## src/rtl/core/cstd_pkg.sv

```systemverilog
// Shared types, codes and widths of the clock tick distributor.
package cstd_pkg;

   localparam int PERIOD_BITS_DEF = 24;

   localparam int NS_W    = 44;
   localparam int TICK_W  = 32;
   localparam int CYC_W   = 16;
   localparam int SHIFT_W = 2;
   localparam int FRAC_W  = 3;

   localparam int CSR_IDX_W  = 3;
   localparam int CSR_DATA_W = 32;

   // item layouts on the stream ports
   localparam int REQ_DATA_W      = 24;
   localparam int REQ_CPU_OFF_BIT = 16;
   localparam int REQ_OSC_OFF_BIT = 17;
   localparam int REQ_SCG0_BIT    = 18;
   localparam int REQ_SCG1_BIT    = 19;
   localparam int RSP_USED_W      = NS_W + 5 * TICK_W + CYC_W;
   localparam int RSP_DATA_W      = 224;
   localparam int RSP_PAD_W       = RSP_DATA_W - RSP_USED_W;

   localparam logic [NS_W-1:0]   NS_MAX   = {NS_W{1'b1}};
   localparam logic [TICK_W-1:0] TICK_MAX = {TICK_W{1'b1}};

   localparam int DCO_PERIOD_RST   = 1250;
   localparam int XT2_PERIOD_RST   = 0;
   localparam int LFXT1_PERIOD_RST = 30517;

   typedef enum logic [CSR_IDX_W-1:0] {
      CSR_DCO_PERIOD     = 3'd0,
      CSR_XT2_PERIOD     = 3'd1,
      CSR_LFXT1_PERIOD   = 3'd2,
      CSR_MCLK_SOURCE    = 3'd3,
      CSR_SMCLK_SOURCE   = 3'd4,
      CSR_DIVIDER_SHIFTS = 3'd5,
      CSR_XT2_OFF        = 3'd6
   } csr_index_type;

   typedef enum logic [1:0] {
      MCLK_DCO     = 2'd0,
      MCLK_DCO_ALT = 2'd1,
      MCLK_XT2     = 2'd2,
      MCLK_LFXT1   = 2'd3
   } mclk_src_type;

   localparam logic SMCLK_DCO = 1'b0;
   localparam logic SMCLK_XT2 = 1'b1;

   typedef enum logic [1:0] {
      OSC_LFXT1 = 2'd0,
      OSC_XT2   = 2'd1,
      OSC_DCO   = 2'd2
   } osc_type;

   typedef enum logic [2:0] {
      ST_IDLE,
      ST_MUL,
      ST_SAT,
      ST_OSC,
      ST_WAIT,
      ST_FIN
   } ctl_state_type;

   typedef struct packed {
      logic    capture;
      logic    mul;
      logic    sat;
      logic    div_start;
      logic    div_commit;
      logic    skip;
      osc_type osc;
      logic    finish;
   } ctl_cmd_type;

   typedef struct packed {
      logic div_needed;
      logic div_done;
      logic out_free;
   } ctl_status_type;

endpackage

```

## src/rtl/core/cstd_div.sv

```systemverilog
// Bit-serial restoring divider, one quotient bit per cycle.
module cstd_div #(
   parameter int DIVISOR_W  = cstd_pkg::PERIOD_BITS_DEF,
   parameter int DIVIDEND_W = cstd_pkg::NS_W + 1
) (
   input  logic                  clock,
   input  logic                  reset,
   input  logic                  start,
   input  logic [DIVIDEND_W-1:0] dividend,
   input  logic [DIVISOR_W-1:0]  divisor,
   output logic                  done,
   output logic [DIVIDEND_W-1:0] quotient,
   output logic [DIVISOR_W-1:0]  remainder
);

   localparam int CNT_W = $clog2(DIVIDEND_W + 1);

   logic [DIVIDEND_W-1:0] quo_ff, quo_in;
   logic [DIVISOR_W-1:0]  part_ff, part_in;
   logic [CNT_W-1:0]      cnt_ff, cnt_in;
   logic                  done_ff, done_in;
   logic [DIVISOR_W:0]    trial;
   logic [DIVISOR_W:0]    diff;
   logic                  fits;

   always_comb begin
      // quo_ff shifts the dividend out at the top and the quotient in at the bottom
      trial = {part_ff, quo_ff[DIVIDEND_W-1]};
      fits  = trial >= {1'b0, divisor};
      diff  = trial - {1'b0, divisor};
      quo_in  = quo_ff;
      part_in = part_ff;
      cnt_in  = cnt_ff;
      done_in = (cnt_ff == CNT_W'(1));
      if (start) begin
         quo_in  = dividend;
         part_in = '0;
         cnt_in  = CNT_W'(DIVIDEND_W);
      end else if (cnt_ff != '0) begin
         quo_in  = {quo_ff[DIVIDEND_W-2:0], fits};
         part_in = fits ? diff[DIVISOR_W-1:0] : trial[DIVISOR_W-1:0];
         cnt_in  = cnt_ff - CNT_W'(1);
      end
   end

   always_ff @(posedge clock) begin
      if (reset) begin
         cnt_ff  <= '0;
         done_ff <= 1'b0;
      end else begin
         cnt_ff  <= cnt_in;
         done_ff <= done_in;
      end
   end

   always_ff @(posedge clock) begin
      quo_ff  <= quo_in;
      part_ff <= part_in;
   end

   assign done      = done_ff;
   assign quotient  = quo_ff;
   assign remainder = part_ff;

endmodule

```

## src/rtl/core/cstd_dp.sv

```systemverilog
// Datapath: settings, time scaling, oscillator remainders, dividers, result register.
module cstd_dp #(
   parameter int PERIOD_BITS = cstd_pkg::PERIOD_BITS_DEF
) (
   input  logic                                clock,
   input  logic                                reset,
   input  cstd_pkg::ctl_cmd_type               cmd,
   output cstd_pkg::ctl_status_type            status,
   input  logic [cstd_pkg::REQ_DATA_W-1:0]     req_tdata,
   input  logic                                csr_valid,
   input  logic [cstd_pkg::CSR_IDX_W-1:0]      csr_index,
   input  logic [cstd_pkg::CSR_DATA_W-1:0]     csr_wdata,
   output logic                                rsp_tvalid,
   input  logic                                rsp_tready,
   output logic [cstd_pkg::RSP_DATA_W-1:0]     rsp_tdata
);

   localparam int NS_W    = cstd_pkg::NS_W;
   localparam int TICK_W  = cstd_pkg::TICK_W;
   localparam int CYC_W   = cstd_pkg::CYC_W;
   localparam int SHIFT_W = cstd_pkg::SHIFT_W;
   localparam int FRAC_W  = cstd_pkg::FRAC_W;
   localparam int SCYC_W  = CYC_W + (1 << SHIFT_W) - 1;
   localparam int PROD_W  = SCYC_W + PERIOD_BITS;
   localparam int SAT_W   = (PROD_W > NS_W) ? PROD_W : NS_W;
   localparam int ACC_W   = ((NS_W > PERIOD_BITS) ? NS_W : PERIOD_BITS) + 1;
   localparam int SUM_W   = TICK_W + 1;
   localparam int MASK_W  = FRAC_W + 1;
   localparam int DIVR_W  = FRAC_W + TICK_W;

   // fraction in the upper bits, saturated divided ticks in the lower bits
   function automatic logic [DIVR_W-1:0] clk_div(input logic [FRAC_W-1:0]  frac,
                                                input logic [TICK_W-1:0]  ticks,
                                                input logic [SHIFT_W-1:0] shift);
      logic [SUM_W-1:0]  sum;
      logic [SUM_W-1:0]  shifted;
      logic [MASK_W-1:0] mask;
      sum     = {1'b0, ticks} + SUM_W'(frac);
      shifted = sum >> shift;
      mask    = (MASK_W'(1) << shift) - MASK_W'(1);
      return {sum[FRAC_W-1:0] & mask[FRAC_W-1:0],
              shifted[TICK_W] ? cstd_pkg::TICK_MAX : shifted[TICK_W-1:0]};
   endfunction

   // settings
   logic [PERIOD_BITS-1:0] dco_period_ff, dco_period_in;
   logic [PERIOD_BITS-1:0] xt2_period_ff, xt2_period_in;
   logic [PERIOD_BITS-1:0] lfxt1_period_ff, lfxt1_period_in;
   logic [1:0]             mclk_source_ff, mclk_source_in;
   logic                   smclk_source_ff, smclk_source_in;
   logic [5:0]             divider_shifts_ff, divider_shifts_in;
   logic                   xt2_off_ff, xt2_off_in;

   // captured item
   logic [CYC_W-1:0] cycles_ff, cycles_in;
   logic             cpu_off_ff, cpu_off_in;
   logic             osc_off_ff, osc_off_in;
   logic             scg0_ff, scg0_in;
   logic             scg1_ff, scg1_in;

   logic [PROD_W-1:0] prod_ff, prod_in;
   logic [NS_W-1:0]   ns_ff, ns_in;

   logic [PERIOD_BITS-1:0] lf_rem_ff, lf_rem_in;
   logic [PERIOD_BITS-1:0] xt2_rem_ff, xt2_rem_in;
   logic [PERIOD_BITS-1:0] dco_rem_ff, dco_rem_in;
   logic [TICK_W-1:0]      lf_ticks_ff, lf_ticks_in;
   logic [TICK_W-1:0]      xt2_ticks_ff, xt2_ticks_in;
   logic [TICK_W-1:0]      dco_ticks_ff, dco_ticks_in;
   logic [FRAC_W-1:0]      aclk_frac_ff, aclk_frac_in;
   logic [FRAC_W-1:0]      smclk_frac_ff, smclk_frac_in;

   logic                              rsp_valid_ff, rsp_valid_in;
   logic [cstd_pkg::RSP_DATA_W-1:0]   rsp_data_ff, rsp_data_in;

   logic [SHIFT_W-1:0]     aux_shift, main_shift, sub_shift;
   logic [PERIOD_BITS-1:0] mclk_period;
   logic [SCYC_W-1:0]      scaled_cycles;
   logic [SAT_W-1:0]       prod_ext;
   logic                   run_lf, run_xt2, run_dco;
   logic [PERIOD_BITS-1:0] sel_rem, sel_period;
   logic                   sel_run;
   logic [ACC_W-1:0]       div_dividend, div_quo;
   logic [PERIOD_BITS-1:0] div_rem;
   logic                   div_done;
   logic [TICK_W-1:0]      div_ticks;
   logic [DIVR_W-1:0]      aclk_res, smclk_res;
   logic [TICK_W-1:0]      smclk_src_ticks, smclk_ticks;
   logic [CYC_W-1:0]       mclk_ticks;

   always_comb begin
      aux_shift  = divider_shifts_ff[1:0];
      main_shift = divider_shifts_ff[3:2];
      sub_shift  = divider_shifts_ff[5:4];

      case (cstd_pkg::mclk_src_type'(mclk_source_ff))
         cstd_pkg::MCLK_XT2:   mclk_period = xt2_period_ff;
         cstd_pkg::MCLK_LFXT1: mclk_period = lfxt1_period_ff;
         default:              mclk_period = dco_period_ff;
      endcase
      scaled_cycles = SCYC_W'(cycles_ff) << main_shift;
      prod_ext      = SAT_W'(prod_ff);

      // gating rules per oscillator
      run_lf  = !osc_off_ff
             || (mclk_source_ff == cstd_pkg::MCLK_LFXT1 && !cpu_off_ff);
      run_xt2 = !xt2_off_ff
             || (mclk_source_ff == cstd_pkg::MCLK_XT2 && !cpu_off_ff)
             || (smclk_source_ff == cstd_pkg::SMCLK_XT2);
      run_dco = !scg0_ff
             || ((mclk_source_ff == cstd_pkg::MCLK_DCO
                  || mclk_source_ff == cstd_pkg::MCLK_DCO_ALT) && !cpu_off_ff)
             || (smclk_source_ff == cstd_pkg::SMCLK_DCO);

      case (cmd.osc)
         cstd_pkg::OSC_LFXT1: begin
            sel_rem    = lf_rem_ff;
            sel_period = lfxt1_period_ff;
            sel_run    = run_lf;
         end
         cstd_pkg::OSC_XT2: begin
            sel_rem    = xt2_rem_ff;
            sel_period = xt2_period_ff;
            sel_run    = run_xt2;
         end
         cstd_pkg::OSC_DCO: begin
            sel_rem    = dco_rem_ff;
            sel_period = dco_period_ff;
            sel_run    = run_dco;
         end
         default: begin
            sel_rem    = '0;
            sel_period = '0;
            sel_run    = 1'b0;
         end
      endcase
      div_dividend = ACC_W'(ns_ff) + ACC_W'(sel_rem);
      div_ticks    = (|div_quo[ACC_W-1:TICK_W]) ? cstd_pkg::TICK_MAX : div_quo[TICK_W-1:0];

      smclk_src_ticks = (smclk_source_ff == cstd_pkg::SMCLK_XT2) ? xt2_ticks_ff : dco_ticks_ff;
      aclk_res        = clk_div(aclk_frac_ff, lf_ticks_ff, aux_shift);
      smclk_res       = clk_div(smclk_frac_ff, smclk_src_ticks, sub_shift);
      smclk_ticks     = scg1_ff ? '0 : smclk_res[TICK_W-1:0];
      mclk_ticks      = cpu_off_ff ? '0 : cycles_ff;
   end

   // next values
   always_comb begin
      dco_period_in     = dco_period_ff;
      xt2_period_in     = xt2_period_ff;
      lfxt1_period_in   = lfxt1_period_ff;
      mclk_source_in    = mclk_source_ff;
      smclk_source_in   = smclk_source_ff;
      divider_shifts_in = divider_shifts_ff;
      xt2_off_in        = xt2_off_ff;
      if (csr_valid) begin
         case (cstd_pkg::csr_index_type'(csr_index))
            cstd_pkg::CSR_DCO_PERIOD:     dco_period_in     = csr_wdata[PERIOD_BITS-1:0];
            cstd_pkg::CSR_XT2_PERIOD:     xt2_period_in     = csr_wdata[PERIOD_BITS-1:0];
            cstd_pkg::CSR_LFXT1_PERIOD:   lfxt1_period_in   = csr_wdata[PERIOD_BITS-1:0];
            cstd_pkg::CSR_MCLK_SOURCE:    mclk_source_in    = csr_wdata[1:0];
            cstd_pkg::CSR_SMCLK_SOURCE:   smclk_source_in   = csr_wdata[0];
            cstd_pkg::CSR_DIVIDER_SHIFTS: divider_shifts_in = csr_wdata[5:0];
            cstd_pkg::CSR_XT2_OFF:        xt2_off_in        = csr_wdata[0];
            default: ;
         endcase
      end

      cycles_in  = cycles_ff;
      cpu_off_in = cpu_off_ff;
      osc_off_in = osc_off_ff;
      scg0_in    = scg0_ff;
      scg1_in    = scg1_ff;
      if (cmd.capture) begin
         cycles_in  = req_tdata[CYC_W-1:0];
         cpu_off_in = req_tdata[cstd_pkg::REQ_CPU_OFF_BIT];
         osc_off_in = req_tdata[cstd_pkg::REQ_OSC_OFF_BIT];
         scg0_in    = req_tdata[cstd_pkg::REQ_SCG0_BIT];
         scg1_in    = req_tdata[cstd_pkg::REQ_SCG1_BIT];
      end

      prod_in = cmd.mul ? PROD_W'(scaled_cycles) * PROD_W'(mclk_period) : prod_ff;
      ns_in   = ns_ff;
      if (cmd.sat) begin
         ns_in = (prod_ext > SAT_W'(cstd_pkg::NS_MAX)) ? cstd_pkg::NS_MAX : prod_ext[NS_W-1:0];
      end

      lf_rem_in    = lf_rem_ff;
      xt2_rem_in   = xt2_rem_ff;
      dco_rem_in   = dco_rem_ff;
      lf_ticks_in  = lf_ticks_ff;
      xt2_ticks_in = xt2_ticks_ff;
      dco_ticks_in = dco_ticks_ff;
      if (cmd.div_commit) begin
         case (cmd.osc)
            cstd_pkg::OSC_LFXT1: begin
               lf_rem_in   = div_rem;
               lf_ticks_in = div_ticks;
            end
            cstd_pkg::OSC_XT2: begin
               xt2_rem_in   = div_rem;
               xt2_ticks_in = div_ticks;
            end
            cstd_pkg::OSC_DCO: begin
               dco_rem_in   = div_rem;
               dco_ticks_in = div_ticks;
            end
            default: ;
         endcase
      end else if (cmd.skip) begin
         // stopped or absent oscillator: no ticks, remainder held
         case (cmd.osc)
            cstd_pkg::OSC_LFXT1: lf_ticks_in  = '0;
            cstd_pkg::OSC_XT2:   xt2_ticks_in = '0;
            cstd_pkg::OSC_DCO:   dco_ticks_in = '0;
            default: ;
         endcase
      end

      aclk_frac_in  = aclk_frac_ff;
      smclk_frac_in = smclk_frac_ff;
      rsp_data_in   = rsp_data_ff;
      rsp_valid_in  = rsp_tready ? 1'b0 : rsp_valid_ff;
      if (cmd.finish) begin
         aclk_frac_in = aclk_res[DIVR_W-1:TICK_W];
         if (!scg1_ff) begin
            smclk_frac_in = smclk_res[DIVR_W-1:TICK_W];
         end
         rsp_valid_in = 1'b1;
         rsp_data_in  = {{cstd_pkg::RSP_PAD_W{1'b0}}, smclk_ticks, aclk_res[TICK_W-1:0],
                         mclk_ticks, dco_ticks_ff, xt2_ticks_ff, lf_ticks_ff, ns_ff};
      end
   end

   always_ff @(posedge clock) begin
      if (reset) begin
         dco_period_ff     <= PERIOD_BITS'(cstd_pkg::DCO_PERIOD_RST);
         xt2_period_ff     <= PERIOD_BITS'(cstd_pkg::XT2_PERIOD_RST);
         lfxt1_period_ff   <= PERIOD_BITS'(cstd_pkg::LFXT1_PERIOD_RST);
         mclk_source_ff    <= cstd_pkg::MCLK_DCO;
         smclk_source_ff   <= cstd_pkg::SMCLK_DCO;
         divider_shifts_ff <= '0;
         xt2_off_ff        <= 1'b1;
         lf_rem_ff         <= '0;
         xt2_rem_ff        <= '0;
         dco_rem_ff        <= '0;
         aclk_frac_ff      <= '0;
         smclk_frac_ff     <= '0;
         rsp_valid_ff      <= 1'b0;
      end else begin
         dco_period_ff     <= dco_period_in;
         xt2_period_ff     <= xt2_period_in;
         lfxt1_period_ff   <= lfxt1_period_in;
         mclk_source_ff    <= mclk_source_in;
         smclk_source_ff   <= smclk_source_in;
         divider_shifts_ff <= divider_shifts_in;
         xt2_off_ff        <= xt2_off_in;
         lf_rem_ff         <= lf_rem_in;
         xt2_rem_ff        <= xt2_rem_in;
         dco_rem_ff        <= dco_rem_in;
         aclk_frac_ff      <= aclk_frac_in;
         smclk_frac_ff     <= smclk_frac_in;
         rsp_valid_ff      <= rsp_valid_in;
      end
   end

   always_ff @(posedge clock) begin
      cycles_ff    <= cycles_in;
      cpu_off_ff   <= cpu_off_in;
      osc_off_ff   <= osc_off_in;
      scg0_ff      <= scg0_in;
      scg1_ff      <= scg1_in;
      prod_ff      <= prod_in;
      ns_ff        <= ns_in;
      lf_ticks_ff  <= lf_ticks_in;
      xt2_ticks_ff <= xt2_ticks_in;
      dco_ticks_ff <= dco_ticks_in;
      rsp_data_ff  <= rsp_data_in;
   end

   cstd_div #(
      .DIVISOR_W  (PERIOD_BITS),
      .DIVIDEND_W (ACC_W)
   ) u_div (
      .clock     (clock),
      .reset     (reset),
      .start     (cmd.div_start),
      .dividend  (div_dividend),
      .divisor   (sel_period),
      .done      (div_done),
      .quotient  (div_quo),
      .remainder (div_rem)
   );

   assign status.div_needed = sel_run && (sel_period != '0);
   assign status.div_done   = div_done;
   assign status.out_free   = !rsp_valid_ff || rsp_tready;

   assign rsp_tvalid = rsp_valid_ff;
   assign rsp_tdata  = rsp_data_ff;

endmodule

```

## src/rtl/core/cstd_ctl.sv

```systemverilog
// Controller: sequences capture, scaling, the three shared divisions and the result.
module cstd_ctl (
   input  logic                     clock,
   input  logic                     reset,
   input  logic                     req_tvalid,
   output logic                     req_tready,
   input  cstd_pkg::ctl_status_type status,
   output cstd_pkg::ctl_cmd_type    cmd
);

   cstd_pkg::ctl_state_type state_ff, state_in;
   cstd_pkg::osc_type       osc_ff, osc_in;
   cstd_pkg::osc_type       osc_next;
   logic                    osc_last;

   always_comb begin
      case (osc_ff)
         cstd_pkg::OSC_LFXT1: osc_next = cstd_pkg::OSC_XT2;
         cstd_pkg::OSC_XT2:   osc_next = cstd_pkg::OSC_DCO;
         default:             osc_next = cstd_pkg::OSC_LFXT1;
      endcase
      osc_last = (osc_ff == cstd_pkg::OSC_DCO);
   end

   // next state
   always_comb begin
      state_in = state_ff;
      osc_in   = osc_ff;
      case (state_ff)
         cstd_pkg::ST_IDLE: begin
            if (req_tvalid) begin
               state_in = cstd_pkg::ST_MUL;
            end
         end
         cstd_pkg::ST_MUL: state_in = cstd_pkg::ST_SAT;
         cstd_pkg::ST_SAT: begin
            state_in = cstd_pkg::ST_OSC;
            osc_in   = cstd_pkg::OSC_LFXT1;
         end
         cstd_pkg::ST_OSC: begin
            if (status.div_needed) begin
               state_in = cstd_pkg::ST_WAIT;
            end else begin
               state_in = osc_last ? cstd_pkg::ST_FIN : cstd_pkg::ST_OSC;
               osc_in   = osc_next;
            end
         end
         cstd_pkg::ST_WAIT: begin
            if (status.div_done) begin
               state_in = osc_last ? cstd_pkg::ST_FIN : cstd_pkg::ST_OSC;
               osc_in   = osc_next;
            end
         end
         cstd_pkg::ST_FIN: begin
            if (status.out_free) begin
               state_in = cstd_pkg::ST_IDLE;
            end
         end
         default: state_in = cstd_pkg::ST_IDLE;
      endcase
   end

   // outputs
   always_comb begin
      cmd        = '0;
      cmd.osc    = osc_ff;
      req_tready = (state_ff == cstd_pkg::ST_IDLE);
      case (state_ff)
         cstd_pkg::ST_IDLE: cmd.capture = req_tvalid;
         cstd_pkg::ST_MUL:  cmd.mul     = 1'b1;
         cstd_pkg::ST_SAT:  cmd.sat     = 1'b1;
         cstd_pkg::ST_OSC: begin
            cmd.div_start = status.div_needed;
            cmd.skip      = !status.div_needed;
         end
         cstd_pkg::ST_WAIT: cmd.div_commit = status.div_done;
         cstd_pkg::ST_FIN:  cmd.finish     = status.out_free;
         default: ;
      endcase
   end

   always_ff @(posedge clock) begin
      if (reset) begin
         state_ff <= cstd_pkg::ST_IDLE;
         osc_ff   <= cstd_pkg::OSC_LFXT1;
      end else begin
         state_ff <= state_in;
         osc_ff   <= osc_in;
      end
   end

endmodule

```

## src/rtl/core/clock_system_tick_distributor.sv

```systemverilog
// Clock system tick distributor: one item of main-clock cycles in, one item of ticks out.
//
// req_* carries one item per processor step: the main-clock cycle count and the
// four low-power flags. rsp_* returns one item per request: elapsed time in ns
// and the ticks of each oscillator and derived clock. csr_* writes settings
// (always ready); write it only while no item is in flight.
// From req accept to rsp_tvalid the controller steps through MUL and SAT, then
// OSC for each oscillator in turn (with WAIT while the divider runs), then FIN;
// a new item is taken only once the last one's result is registered. The one
// bit-serial divider, 45 quotient bits per oscillator (time plus remainder), is
// used only by the oscillators that run with a nonzero period and is shared by
// the three oscillators in turn; one multiplier scales the count.
// Results sit in an output register: the next item is accepted while one waits,
// and a stalled receiver only holds up the block when its next result is done.
// Reset (synchronous, active high) restores the default periods and sources,
// clears the oscillator remainders and divider fractions and drops rsp_tvalid.
module clock_system_tick_distributor #(
   parameter int PERIOD_BITS = cstd_pkg::PERIOD_BITS_DEF
) (
   input  logic                              clock,
   input  logic                              reset,
   input  logic                              req_tvalid,
   output logic                              req_tready,
   // mclk_cycles[15:0], cpu_off[16], osc_off[17], scg0[18], scg1[19], zero[23:20]
   input  logic [cstd_pkg::REQ_DATA_W-1:0]   req_tdata,
   output logic                              rsp_tvalid,
   input  logic                              rsp_tready,
   // elapsed_ns[43:0], lfxt1_ticks[75:44], xt2_ticks[107:76], dco_ticks[139:108],
   // mclk_ticks[155:140], aclk_ticks[187:156], smclk_ticks[219:188], zero[223:220]
   output logic [cstd_pkg::RSP_DATA_W-1:0]   rsp_tdata,
   input  logic                              csr_valid,
   output logic                              csr_ready,
   input  logic [cstd_pkg::CSR_IDX_W-1:0]    csr_index,
   input  logic [cstd_pkg::CSR_DATA_W-1:0]   csr_wdata
);

   cstd_pkg::ctl_cmd_type    cmd;
   cstd_pkg::ctl_status_type status;

   assign csr_ready = 1'b1;

   cstd_ctl u_ctl (
      .clock      (clock),
      .reset      (reset),
      .req_tvalid (req_tvalid),
      .req_tready (req_tready),
      .status     (status),
      .cmd        (cmd)
   );

   cstd_dp #(
      .PERIOD_BITS (PERIOD_BITS)
   ) u_dp (
      .clock      (clock),
      .reset      (reset),
      .cmd        (cmd),
      .status     (status),
      .req_tdata  (req_tdata),
      .csr_valid  (csr_valid),
      .csr_index  (csr_index),
      .csr_wdata  (csr_wdata),
      .rsp_tvalid (rsp_tvalid),
      .rsp_tready (rsp_tready),
      .rsp_tdata  (rsp_tdata)
   );

endmodule

```

## config.mk

```make
export PLATFORM = sky130hd
export DESIGN_NAME = clock_system_tick_distributor
export DESIGN_NICKNAME = d
export VERILOG_FILES = /design/src/rtl/core/cstd_pkg.sv /design/src/rtl/core/cstd_div.sv /design/src/rtl/core/cstd_dp.sv /design/src/rtl/core/cstd_ctl.sv /design/src/rtl/core/clock_system_tick_distributor.sv
export SDC_FILE = /design/constraint.sdc
export NUM_CORES = 2
export LEC_CHECK = 0
export ABC_AREA = 1
export BUFFER_PORTS_ARGS = -buffer_cell sky130_fd_sc_hd__buf_2
export CORE_AREA = 2 2 269 271
export DETAILED_ROUTE_END_ITERATION = 16
export DIE_AREA = 0 0 271 273
export HOLD_SLACK_MARGIN = 0.06
export MAX_ROUTING_LAYER = met4
export PLACE_DENSITY_LB_ADDON = 0.05
export SLEW_MARGIN = 40
export SYNTH_ARGS = -nofsm -noshare
export SYNTH_HDL_FRONTEND = slang
export SYNTH_SLANG_ARGS = --single-unit
```

## constraint.sdc

```tcl
create_clock -name clock -period 30.3 [get_ports clock]
set_clock_uncertainty 0.05 [all_clocks]
set_input_delay 4.545 -clock clock [delete_from_list [all_inputs] [get_ports clock]]
set_output_delay 4.545 -clock clock [all_outputs]
set_load 0.005 [all_outputs]
```

==> results.ini <==
[outcome]
status = finished with violations
violations = DRC

[setup_path]
required_ns = 30.61
critPathKind = flip-flop to flip-flop
end_kind = flip-flop
cp_max_fo = 23
slowest_stage = clkinv_1
slowest_delay_ns = 0.69
critPathLaunchType = flip-flop
path_cells = nand2_1, clkinv_1, a21oi_1, o21a_1, clkinv_1, nor2_1, fa_1, fa_1, fa_1, fa_1, fa_1, inv_1, fa_1, inv_1, ha_1, nand2_1, nor2_1, inv_1, nor2_1, inv_1, nor4_1, nand3_1, nand3_1, xor2_1
cp_common_cell = fa_1
path_buf_inv = 6
reg2reg_depth = 24
crit_cells = 24
cp.arrival_ns = 8.72
crit_family = adder cells

[clocking]
cts_buffer_depth = 3
post_cts_buffers = 0
clk_pin_slew_ns = 0.07
cts_root_buffer = clkbuf_16
clkSinkCount = 663
h-tree-depth = 3
numCtsBuffers = 70
cts_tree = yes
cts.repair.resized = 0
postCtsHoldBufs = 0
clock_latency_ns = 0.64

[logic_synthesis]
synth-edff-count = 466
ys_warn_count = 0
syn_inst = 5697
ys_ff_latch = 663
yosysMostFrequentCell = nand2_1
ys_seq_area_frac = 0.379
ys_top_cells_by_area = edfxtp_1 (30%), fa_1 (16%), nand2_1 (9.6%)
synth_top_area_frac = 0.296
synth_top_cell_by_area = edfxtp_1
synthFlopType = edfxtp_1
synthArstFlopShare = 0
synthTopCellsByCount = nand2_1 (1,206), inv_1 (919), nor2_1 (771)
syn_avg_cell_area_um2 = 8.31
syn_area_mm2 = 0.0473
ys_types = 52

[layout]
final_area_mm2 = 0.0519
layout.nets = 6519
drive_gt1_frac = 0.0874
instances_no_fill = 6902
area_delta_synth_final_pct = 9.61

[global_route]
grt_pass1_vias = 38400
grt_pass1_wl_um = 212000
grt_busiest_layer = met2
met1_usage = 0.469
antenna_found_initial = 1
met3_usage = 0.0489
gr-usage-met2 = 0.631
grt_start_max_net_pins = 101
track_usage = 0.383
grt-ovfl-total = 0

[sta]
rsz0062_at_grt = false
fmax_ghz = 0.119
relSlewSlack = 0.406
fin_crit_ns = 8.41
holdWs_ns = 0.366
worst_slew_pin_slew_ns = 0.890
slew_violations = 0
setup_violations = 0
finalCritPeriodShare = 0.278
finalHoldViolCount = 0
tns_ns = 0

[drt]
dr.first_iter.drc_count = 4124
drcViolationCount = 1
wire_per_inst_um = 19.9
wl_um = 137000
dr.pass1.iters = 14
via_per_inst = 5.77
drtAntennaViolNets = 0
num_vias = 39900

[place]
dp_hpwl_um = 104000
finalWeightedCongestion = 1.00
placed_area_mm2 = 0.0495
dp.cells = 6771
numPortBuffers = 272

[die]
die_h_um = 273
die_area_mm2 = 0.0740
placementRows = 98
start_util = 0.667
fp.dieW_um = 271
io-pin-count = 291
coreArea_mm2 = 0.0710

[job]
max_cap_viol_count = 0

[hold_path]
hp-class = flip-flop to flip-flop
worstHoldPathCells = 0

[pwr]
powerDensity_mw_per_mm2 = 87.4
power.leakage_nw = 24.4
vdd_drop_max_uv = 153
total_power_mw = 4.53

==> metal layers <==
layer,wire (um),up-vias
met3,10900,449
met1,51700,18900
li1,-,18500
met5,0,-
met4,7920,0
met2,66700,2021
==> state kept, by name (all words and copies together) (netlist names), 6 cells and up <==
signal	count
u_dp.divider_shifts_ff	6
u_dp.lf_rem_ff	24
u_dp.prod_ff	43
u_dp.rsp_tdata	219
u_dp.xt2_ticks_ff	32
u_dp.ns_ff	43
u_dp.dco_rem_ff	24
u_dp.u_div.cnt_ff	6
u_dp.xt2_period_ff	24
u_dp.lf_ticks_ff	32
u_dp.dco_ticks_ff	32
u_dp.u_div.remainder	24
u_dp.lfxt1_period_ff	24
u_dp.cycles_ff	16
u_dp.dco_period_ff	24
u_dp.xt2_rem_ff	24
u_dp.u_div.quotient	45
==> logic make-up after synthesis <==
kind of cell / count (synthesis) / share of synthesized area
buffers and inverters: 1156 / 0.0954
other: 2 / 0.000159
and+or+nand+nor: 2555 / 0.223
AOI/OAI and AO/OA: 660 / 0.0759
DFF: 663 / 0.379
xor gates and xnor gates: 98 / 0.0181
adders and majority gates: 562 / 0.208
muxes: 1 / 0.000212
==> cell type report <==
cell class                 instances  area, um^2
inverter                         938        3530
antenna                            2        5.00
tap                              950        1190
multi-input combinational       3882       25000
clock inverter                    37         393
sequential                       663       17900
timing repair buffer             338        1900
clock buffer                      92        1960
fill                            5509       19100
==> worst reg2reg max path: cells and delay by family, from the launching register on <==
family / cells / cell delay [ns]
adder cells (fa/ha/maj): 7 / 3.67
flip-flops: 1 / 0.35
AND/OR/NAND/NOR: 8 / 1.62
XOR/XNOR: 1 / 0.07
buffers and inverters: 6 / 1.52
AO/OA/AOI/OAI: 2 / 0.85
==> worst paths after layout <==
path	from	end	slack (ns)
setup / recovery	u_dp.mclk_source_ff[1]	u_dp.prod_ff[39]	21.89
hold / removal	u_dp.prod_ff[27]	u_dp.ns_ff[27]	0.37
setup reg to reg	u_dp.mclk_source_ff[1]	u_dp.prod_ff[39]	21.89
hold reg to reg	u_dp.prod_ff[27]	u_dp.ns_ff[27]	0.37
==> power breakdown <==
part | internal (mW) | switching, mW
Sequential | 1.17 | 0.0771
Clock | 0.505 | 0.369
Combinational | 0.823 | 1.59
==> cell usage in the layout (no fill, tap or decap), types with 60 or more instances in the layout <==
master,instances
a21oi_1,204
buf_2,272
buf_4,60
clkbuf_16,73
dfxtp_1,195
edfxtp_1,466
fa_1,377
ha_1,185
inv_1,912
nand2_1,1204
nand3_1,405
nor2_1,765
o21ai_0,330
xor2_1,60
==> per-stage QoR <==
| step | util | setup slack [ns] |
|---|---|---|
| 3_5_place_dp | 0.697 | 22.22 |
| 6_report | 0.731 | 21.89 |
| 3_3_place_gp | 0.696 | 22.00 |
| 2_1_floorplan | - | 14.63 |
| 5_1_grt | 0.731 | 21.64 |
| 4_1_cts | 0.730 | 22.18 |
Power figures use the tool's default switching activity.
